File: src/rtl/core/ipmd_pkg.sv
// Package for the incremental PID motor drive core.
// Holds field widths, register indexes and the types shared between the modules.
// Depends on nothing.
package ipmd_pkg;

    localparam int DATA_W     = 16;
    localparam int GAIN_W     = 16;
    localparam int ERR_W      = 17;
    localparam int DIFF1_W    = 18;
    localparam int DIFF2_W    = 19;
    localparam int PROD_P_W   = GAIN_W + ERR_W;
    localparam int PROD_I_W   = GAIN_W + DIFF1_W;
    localparam int PROD_D_W   = GAIN_W + DIFF2_W;
    localparam int GAIN_SHIFT = 8;
    localparam int SUM_W      = 30;
    localparam int DUTY_W     = 12;
    localparam logic [DUTY_W-1:0] DUTY_MAX = 12'd4095;

    localparam int PWM_MAX_DEFAULT     = 4095;
    localparam int QUEUE_DEPTH_DEFAULT = 4;

    localparam int CFG_INDEX_W = 2;
    localparam logic [CFG_INDEX_W-1:0] REG_GAIN_P = 2'd0;
    localparam logic [CFG_INDEX_W-1:0] REG_GAIN_I = 2'd1;
    localparam logic [CFG_INDEX_W-1:0] REG_GAIN_D = 2'd2;

    typedef struct packed {
        logic                    backward;
        logic signed [ERR_W-1:0] error;
    } item_t;

    typedef struct packed {
        logic signed [GAIN_W-1:0] gain_p;
        logic signed [GAIN_W-1:0] gain_i;
        logic signed [GAIN_W-1:0] gain_d;
    } gains_t;

endpackage

File: src/rtl/core/ipmd_front.sv
// Front stage of the motor drive core: takes a request and forms the speed error.
// Depends on ipmd_pkg for the item type and field widths.
module ipmd_front (
    input  logic                              clk,
    input  logic                              rst_n,
    input  logic                              in_valid,
    output logic                              in_stall,
    input  logic                              backward,
    input  logic signed [ipmd_pkg::DATA_W-1:0] target_speed,
    input  logic signed [ipmd_pkg::DATA_W-1:0] measured_speed,
    output ipmd_pkg::item_t                   push_item,
    output logic                              push,
    input  logic                              q_full
);
    import ipmd_pkg::*;

    logic  f_valid_reg;
    logic  f_valid_next;
    item_t f_item_reg;
    logic  load;
    logic signed [ERR_W-1:0] error;

    assign in_stall = f_valid_reg && q_full;
    assign load     = in_valid && !in_stall;
    assign push     = f_valid_reg && !q_full;
    assign error    = ERR_W'(target_speed) - ERR_W'(measured_speed);

    always_comb
    begin
        f_valid_next = f_valid_reg;
        if (load)
        begin
            f_valid_next = 1'b1;
        end
        else if (push)
        begin
            f_valid_next = 1'b0;
        end
    end

    always_ff @(posedge clk or negedge rst_n)
    begin
        if (!rst_n)
        begin
            f_valid_reg <= 1'b0;
        end
        else
        begin
            f_valid_reg <= f_valid_next;
        end
    end

    always_ff @(posedge clk)
    begin
        if (load)
        begin
            f_item_reg.backward <= backward;
            f_item_reg.error    <= error;
        end
    end

    assign push_item = f_item_reg;

endmodule

File: src/rtl/core/ipmd_queue.sv
// Short request queue between the front and back parts of the drive core.
// Depends on ipmd_pkg for the item type.
module ipmd_queue #(
    parameter int DEPTH = ipmd_pkg::QUEUE_DEPTH_DEFAULT
) (
    input  logic            clk,
    input  logic            rst_n,
    input  logic            push,
    input  ipmd_pkg::item_t push_item,
    input  logic            pop,
    output ipmd_pkg::item_t head_item,
    output logic            not_empty,
    output logic            full
);
    import ipmd_pkg::*;

    localparam int PTR_W = $clog2(DEPTH);
    localparam int CNT_W = $clog2(DEPTH + 1);

    item_t            slots_reg [DEPTH];
    logic [PTR_W-1:0] wr_ptr_reg;
    logic [PTR_W-1:0] wr_ptr_next;
    logic [PTR_W-1:0] rd_ptr_reg;
    logic [PTR_W-1:0] rd_ptr_next;
    logic [CNT_W-1:0] count_reg;
    logic [CNT_W-1:0] count_next;

    assign full      = (count_reg == CNT_W'(DEPTH));
    assign not_empty = (count_reg != '0);
    assign head_item = slots_reg[rd_ptr_reg];

    always_comb
    begin
        wr_ptr_next = wr_ptr_reg;
        rd_ptr_next = rd_ptr_reg;
        count_next  = count_reg;
        if (push)
        begin
            wr_ptr_next = (wr_ptr_reg == PTR_W'(DEPTH - 1)) ? '0 : wr_ptr_reg + 1'b1;
        end
        if (pop)
        begin
            rd_ptr_next = (rd_ptr_reg == PTR_W'(DEPTH - 1)) ? '0 : rd_ptr_reg + 1'b1;
        end
        if (push && !pop)
        begin
            count_next = count_reg + 1'b1;
        end
        else if (pop && !push)
        begin
            count_next = count_reg - 1'b1;
        end
    end

    always_ff @(posedge clk or negedge rst_n)
    begin
        if (!rst_n)
        begin
            wr_ptr_reg <= '0;
            rd_ptr_reg <= '0;
            count_reg  <= '0;
        end
        else
        begin
            wr_ptr_reg <= wr_ptr_next;
            rd_ptr_reg <= rd_ptr_next;
            count_reg  <= count_next;
        end
    end

    always_ff @(posedge clk)
    begin
        if (push)
        begin
            slots_reg[wr_ptr_reg] <= push_item;
        end
    end

    a_no_push_when_full: assert property (@(posedge clk) disable iff (!rst_n)
        full |-> !push)
        else $error("Request pushed into a full queue.");

    a_no_pop_when_empty: assert property (@(posedge clk) disable iff (!rst_n)
        !not_empty |-> !pop)
        else $error("Request popped from an empty queue.");

endmodule

File: src/rtl/core/ipmd_back.sv
// Back part of the drive core: PID increment, saturating drive and PWM duty output.
// Depends on ipmd_pkg for widths, the item type and the gain set.
module ipmd_back #(
    parameter int PWM_MAX = ipmd_pkg::PWM_MAX_DEFAULT
) (
    input  logic                              clk,
    input  logic                              rst_n,
    input  ipmd_pkg::gains_t                  gains,
    input  ipmd_pkg::item_t                   head_item,
    input  logic                              q_not_empty,
    output logic                              pop,
    output logic                              out_valid,
    input  logic                              out_stall,
    output logic [ipmd_pkg::DUTY_W-1:0]       duty_a,
    output logic [ipmd_pkg::DUTY_W-1:0]       duty_b
);
    import ipmd_pkg::*;

    localparam int DRIVE_W = $clog2(PWM_MAX + 1) + 1;
    localparam int MAG_W   = DRIVE_W - 1;
    localparam int CMP_W   = (MAG_W > DUTY_W) ? MAG_W : DUTY_W;
    localparam logic signed [DRIVE_W-1:0] DRIVE_MAX = DRIVE_W'(PWM_MAX);
    localparam logic signed [DRIVE_W-1:0] DRIVE_MIN = -DRIVE_MAX;
    localparam logic signed [SUM_W-1:0]   SUM_MAX   = SUM_W'(PWM_MAX);
    localparam logic signed [SUM_W-1:0]   SUM_MIN   = -SUM_MAX;

    logic advance;

    logic signed [ERR_W-1:0]   err1_reg;
    logic signed [ERR_W-1:0]   err2_reg;
    logic signed [ERR_W-1:0]   err;
    logic signed [DIFF1_W-1:0] diff1;
    logic signed [DIFF2_W-1:0] diff2;

    logic                       s1_valid_reg;
    logic                       s1_back_reg;
    logic signed [PROD_P_W-1:0] s1_prod_p_reg;
    logic signed [PROD_I_W-1:0] s1_prod_i_reg;
    logic signed [PROD_D_W-1:0] s1_prod_d_reg;

    logic                    s2_valid_reg;
    logic                    s2_back_reg;
    logic signed [SUM_W-1:0] s2_inc_reg;
    logic signed [SUM_W-1:0] inc_next;

    logic signed [DRIVE_W-1:0] drive_reg;
    logic signed [DRIVE_W-1:0] drive_next;
    logic signed [SUM_W-1:0]   acc;
    logic [MAG_W-1:0]          mag;
    logic [CMP_W-1:0]          mag_ext;
    logic [DUTY_W-1:0]         duty;

    logic              out_valid_reg;
    logic [DUTY_W-1:0] duty_a_reg;
    logic [DUTY_W-1:0] duty_b_reg;

    assign advance = !out_valid_reg || !out_stall;
    assign pop     = advance && q_not_empty;

    assign err   = head_item.error;
    assign diff1 = DIFF1_W'(err) - DIFF1_W'(err1_reg);
    assign diff2 = DIFF2_W'(err) - (DIFF2_W'(err1_reg) <<< 1) + DIFF2_W'(err2_reg);

    assign inc_next = SUM_W'(signed'(s1_prod_p_reg[PROD_P_W-1:GAIN_SHIFT]))
                    + SUM_W'(signed'(s1_prod_i_reg[PROD_I_W-1:GAIN_SHIFT]))
                    + SUM_W'(signed'(s1_prod_d_reg[PROD_D_W-1:GAIN_SHIFT]));

    always_comb
    begin
        acc = SUM_W'(drive_reg) + s2_inc_reg;
        if (acc > SUM_MAX)
        begin
            drive_next = DRIVE_MAX;
        end
        else if (acc < SUM_MIN)
        begin
            drive_next = DRIVE_MIN;
        end
        else
        begin
            drive_next = acc[DRIVE_W-1:0];
        end
        if (drive_next[DRIVE_W-1])
        begin
            mag = MAG_W'(-drive_next);
        end
        else
        begin
            mag = drive_next[MAG_W-1:0];
        end
        mag_ext = CMP_W'(mag);
        if (mag_ext > CMP_W'(DUTY_MAX))
        begin
            duty = DUTY_MAX;
        end
        else
        begin
            duty = mag_ext[DUTY_W-1:0];
        end
    end

    always_ff @(posedge clk or negedge rst_n)
    begin
        if (!rst_n)
        begin
            s1_valid_reg  <= 1'b0;
            s2_valid_reg  <= 1'b0;
            out_valid_reg <= 1'b0;
            err1_reg      <= '0;
            err2_reg      <= '0;
            drive_reg     <= '0;
        end
        else if (advance)
        begin
            s1_valid_reg  <= q_not_empty;
            s2_valid_reg  <= s1_valid_reg;
            out_valid_reg <= s2_valid_reg;
            if (q_not_empty)
            begin
                err2_reg <= err1_reg;
                err1_reg <= err;
            end
            if (s2_valid_reg)
            begin
                drive_reg <= drive_next;
            end
        end
    end

    always_ff @(posedge clk)
    begin
        if (advance)
        begin
            s1_back_reg   <= head_item.backward;
            s1_prod_p_reg <= gains.gain_p * err;
            s1_prod_i_reg <= gains.gain_i * diff1;
            s1_prod_d_reg <= gains.gain_d * diff2;
            s2_back_reg   <= s1_back_reg;
            s2_inc_reg    <= inc_next;
            duty_a_reg    <= s2_back_reg ? '0 : duty;
            duty_b_reg    <= s2_back_reg ? duty : '0;
        end
    end

    assign out_valid = out_valid_reg;
    assign duty_a    = duty_a_reg;
    assign duty_b    = duty_b_reg;

    a_drive_in_range: assert property (@(posedge clk) disable iff (!rst_n)
        (drive_reg <= DRIVE_MAX) && (drive_reg >= DRIVE_MIN))
        else $error("Drive accumulator left its saturation range.");

    a_one_channel_idle: assert property (@(posedge clk) disable iff (!rst_n)
        out_valid_reg |-> (duty_a_reg == '0) || (duty_b_reg == '0))
        else $error("Both PWM channels driven at once.");

    a_stall_keeps_pipe: assert property (@(posedge clk) disable iff (!rst_n)
        (out_valid_reg && out_stall) |=> ($stable(s1_valid_reg) && $stable(s2_valid_reg)
            && $stable(drive_reg) && $stable(err1_reg)))
        else $error("Back pipeline moved while the output was stalled.");

endmodule

File: src/rtl/core/incremental_pid_motor_drive_core.sv
// Top level of the incremental PID motor drive core.
// Depends on ipmd_pkg, ipmd_front, ipmd_queue and ipmd_back.
//
// Each request on the input channel carries a direction select and a target and
// measured speed. The core forms the speed error, adds a velocity-form PID
// increment to a saturating drive level and returns one result per request:
// the drive magnitude on duty_a for forward or on duty_b for backward, with
// the other channel at zero.
// Both channels use valid and stall; a request moves on an edge with valid high
// and stall low. The gains are written through the plain cfg_write port; the user
// must write them only while the core is idle, as the core does not enforce it.
// A request is registered in the front stage, passes a short queue and runs
// through three back stages: products, increment sum, then drive update with
// the output register. One request is taken every cycle while in_stall is low.
// The pace is set by the drive accumulator, a combinational add and saturate.
// When the receiver stalls, the back stages hold and the queue absorbs up to
// QUEUE_DEPTH requests plus one in the front stage before in_stall rises.
// Reset clears the gains, the error history, the drive level and all valids.
module incremental_pid_motor_drive_core #(
    parameter int PWM_MAX     = ipmd_pkg::PWM_MAX_DEFAULT,
    parameter int QUEUE_DEPTH = ipmd_pkg::QUEUE_DEPTH_DEFAULT
) (
    input  logic                                   clk,
    input  logic                                   rst_n,
    input  logic                                   cfg_write,
    input  logic [ipmd_pkg::CFG_INDEX_W-1:0]       cfg_index,
    input  logic [ipmd_pkg::GAIN_W-1:0]            cfg_data,
    input  logic                                   in_valid,
    output logic                                   in_stall,
    input  logic                                   backward,
    input  logic signed [ipmd_pkg::DATA_W-1:0]     target_speed,
    input  logic signed [ipmd_pkg::DATA_W-1:0]     measured_speed,
    output logic                                   out_valid,
    input  logic                                   out_stall,
    output logic [ipmd_pkg::DUTY_W-1:0]            duty_a,
    output logic [ipmd_pkg::DUTY_W-1:0]            duty_b
);
    import ipmd_pkg::*;

    gains_t gains_reg;
    item_t  push_item;
    item_t  head_item;
    logic   push;
    logic   pop;
    logic   q_full;
    logic   q_not_empty;

    always_ff @(posedge clk or negedge rst_n)
    begin
        if (!rst_n)
        begin
            gains_reg <= '0;
        end
        else if (cfg_write)
        begin
            case (cfg_index)
                REG_GAIN_P:
                begin
                    gains_reg.gain_p <= cfg_data;
                end
                REG_GAIN_I:
                begin
                    gains_reg.gain_i <= cfg_data;
                end
                REG_GAIN_D:
                begin
                    gains_reg.gain_d <= cfg_data;
                end
                default:
                begin
                    gains_reg <= gains_reg;
                end
            endcase
        end
    end

    ipmd_front u_front (
        .clk            (clk),
        .rst_n          (rst_n),
        .in_valid       (in_valid),
        .in_stall       (in_stall),
        .backward       (backward),
        .target_speed   (target_speed),
        .measured_speed (measured_speed),
        .push_item      (push_item),
        .push           (push),
        .q_full         (q_full)
    );

    ipmd_queue #(
        .DEPTH (QUEUE_DEPTH)
    ) u_queue (
        .clk       (clk),
        .rst_n     (rst_n),
        .push      (push),
        .push_item (push_item),
        .pop       (pop),
        .head_item (head_item),
        .not_empty (q_not_empty),
        .full      (q_full)
    );

    ipmd_back #(
        .PWM_MAX (PWM_MAX)
    ) u_back (
        .clk         (clk),
        .rst_n       (rst_n),
        .gains       (gains_reg),
        .head_item   (head_item),
        .q_not_empty (q_not_empty),
        .pop         (pop),
        .out_valid   (out_valid),
        .out_stall   (out_stall),
        .duty_a      (duty_a),
        .duty_b      (duty_b)
    );

endmodule

File: config.mk
export PLATFORM = sky130hd
export DESIGN_NAME = incremental_pid_motor_drive_core
export DESIGN_NICKNAME = d
export VERILOG_FILES = /design/src/rtl/core/ipmd_pkg.sv /design/src/rtl/core/ipmd_front.sv /design/src/rtl/core/ipmd_queue.sv /design/src/rtl/core/ipmd_back.sv /design/src/rtl/core/incremental_pid_motor_drive_core.sv
export SDC_FILE = /design/constraint.sdc
export NUM_CORES = 2
export LEC_CHECK = 0
export BUFFER_PORTS_ARGS = -buffer_cell sky130_fd_sc_hd__buf_2
export CORE_MARGIN = 4
export CORE_UTILIZATION = 60
export CTS_CLUSTER_SIZE = 14
export DETAILED_ROUTE_END_ITERATION = 6
export GPL_TIMING_DRIVEN = 1
export PLACE_DENSITY = 0.78
export RECOVER_POWER = 100
export SLEW_MARGIN = 20
export SYNTH_ARGS = -nofsm -noshare
export SYNTH_HDL_FRONTEND = slang
export SYNTH_SLANG_ARGS = --single-unit
File: constraint.sdc
create_clock -name clk -period 29.4 [get_ports clk]
set_clock_uncertainty 0.05 [all_clocks]
set_input_delay 2.94 -clock clk [delete_from_list [all_inputs] [get_ports clk]]
set_output_delay 2.94 -clock clk [all_outputs]
set_load 0.01 [all_outputs]
==> impl_metrics.toml <==
[run_status]
status = "finished, violations left"
violations = "capacitance limit, slew limit"

[floorplanning]
start_util = 0.6057
die-area_sq_mm = 0.08770
top_level_ports = 82
dieWidth_um = 296.1
core_area_sq_mm = 0.08224
num_rows = 105
die_h_um = 296.1

[cells_and_area]
nNetsFinal = 6354
layout_common_cells = "1,108 x inv_1, 910 x fa_1, 596 x nand2_1"
layout_commonest_cell = "inv_1"
syn_to_final_growth_pct = 5.033
largest_register_ffs = 72
drive_above_1_share = 0.05483

[sta]
setup_viol = 0
worst_pin_slew_ns = 3.550
slew_viol_final = 373
hold_viol = 0
rsz0062_at_grt = "no"
max_freq_ghz = 0.08084
maxSlewHeadroom = -1.367
fin_crit_sh = 0.4207
fin_crit_ns = 12.37
tns_ns = 0

[clock_tree]
cts_tree = "yes"
ctsResizeCount = 0
cts_buffers = 35
numClockSinks = 328
holdBufCountCts = 0
clkLatencyLatePin_ns = 0.55
clk_pin_slew_ns = 0.06
cts_htree_levels = 2
cts-root-buf = "clkbuf_16"
post-cts-setup-buffers = 0
cts_buffer_depth = 3

[global_route]
grt_max_degree = 72
grt_first_pass_wirelength_um = 199000
grt_use_total = 0.2896
grt-ovfl-total = 0
grt_pass1_vias = 37400
antenna_found_initial = 9

[drt]
wl_per_cell_um = 19.78
vias = 34780
viasPerCell = 5.678
route.detailed.drc = 0
postRouteAntennaNets = 0
routed_wl_um = 121100
drtPass1Iterations = 5
first_iter_violations = 2517

[synthesis]
synth.distinct_cells = 104
ys_warn_count = 0
ys.flop_type = "edfxtp_1"
synth_edf_count = 222
yosysSeqAreaShare = 0.1871
async_reset_ff_frac = 0.3232
synth.ff_latch_count = 328
postSynthCellCount = 5035
synth_nets = 6362
avgSynthCellArea_sq_um = 9.894
netlist_area_sq_mm = 0.04982

[critical_path]
slowest_delay_ns = 1.07
cp_common_cell = "fa_1"
cp.arrival_ns = 12.59
slowest_stage = "xor2_1"
required_ns = 29.62
crit_type = "reg2reg"
cp-end-kind = "flip-flop"
worstSetupStartpointType = "flip-flop"
crit_fanout = 17

[placement]
finalWeightedCongestion = 0.9305
dp_hpwl_um = 95410
port_buffers = 81

[run]
drv_cap = 9

[min_path]
hold_class = "reg2reg"
synth_stat cells, types with 40 or more instances:
cell type	number	area, sq um
a21oi_1	101	505.5
o21ai_0	104	520.5
dfrtp_1	106	2653
nor3_1	58	290.3
fa_1	910	18220
ha_1	361	4517
edfxtp_1	222	6666
inv_1	1108	4159
xnor2_1	136	1191
o21a_1	40	300.3
a21o_1	49	367.9
nor2_1	184	690.7
nand2_1	596	2237
clkbuf_1	144	540.5
nor2b_1	50	312.8
and2_1	335	2096
mux2_2	54	608.1
final cells by class:
| type | instances | area (sq um) |
|---|---|---|
| clock buffer | 47 | 1003 |
| inverter | 1109 | 4163 |
| clock inverter | 15 | 220.2 |
| timing repair buffer | 135 | 738.2 |
| antenna | 3 | 7.507 |
| tap | 1070 | 1339 |
| fill | 6462 | 29920 |
| sequential | 328 | 9319 |
| multi-input combinational | 3418 | 35530 |
logic make-up (layout without fill, tap and decap cells):
kind of cell	count (synthesis)	count (layout)	share of synthesized area
flip-flops	328	328	0.1871
other	0	3	0
adder cells (fa/ha/maj)	1271	1271	0.4564
AND/OR/NAND/NOR	1424	1424	0.1410
multiplexers	81	81	0.02235
XOR/XNOR	171	171	0.03021
buffers and inverters	1289	1306	0.09818
AO/OA/AOI/OAI	471	471	0.06480
final timing paths:
path,from,end,slack [ns],cells past startpoint
worst max register to register,u_queue.rd_ptr_reg[0],u_back.s1_prod_d_reg[34],17.03,37
min in group asynchronous,rst_n,u_queue.rd_ptr_reg[1],3.53,1
worst min register to register,u_back.err2_reg[10],u_back.err2_reg[10],0.43,2
worst min-delay path,u_back.err2_reg[10],u_back.err2_reg[10],0.43,2
worst max-delay path,u_queue.rd_ptr_reg[0],u_back.s1_prod_d_reg[34],17.03,37
max in group asynchronous,rst_n,u_back.err1_reg[10],21.79,2
per-layer routing:
metal / track usage / vias to the layer above / routed length [um]
li1: - / 15550 / -
met1: 0.3873 / 17500 / 47220
met2: 0.4732 / 1417 / 57330
met3: 0.04531 / 316 / 9966
met4: 0.1302 / 6 / 6598
met5: 0 / - / 34
critical path: cells and delay by family (launching register included):
family / cells / cell delay (ns)
simple gates: 3 / 0.44
mux: 1 / 0.71
compound gates: 16 / 3.69
flops: 1 / 0.52
fa+ha+maj: 9 / 4.21
xor+xnor: 2 / 1.16
buf+inv: 6 / 1.26
per-stage QoR:
| stage | setup slack, ns | area, sq um | hold slack [ns] | utilization | std cells |
|---|---|---|---|---|---|
| floorplan | 19.11 | 49820 | 0.3503 | - | 5035 |
| global route | 16.20 | 52320 | 0.4632 | 0.6361 | 6122 |
| detailed placement | 18.04 | 51320 | 0.4162 | 0.6240 | 6060 |
| finish | 17.03 | 52320 | 0.4337 | 0.6362 | 6125 |
| CTS | 17.91 | 52540 | 0.4329 | 0.6389 | 6122 |
| global placement | 18.18 | 51310 | 0.4053 | 0.6239 | 6060 |
Power is not shown: default switching activity piles up to over one toggle a cycle in this logic, so the estimate is an artifact.
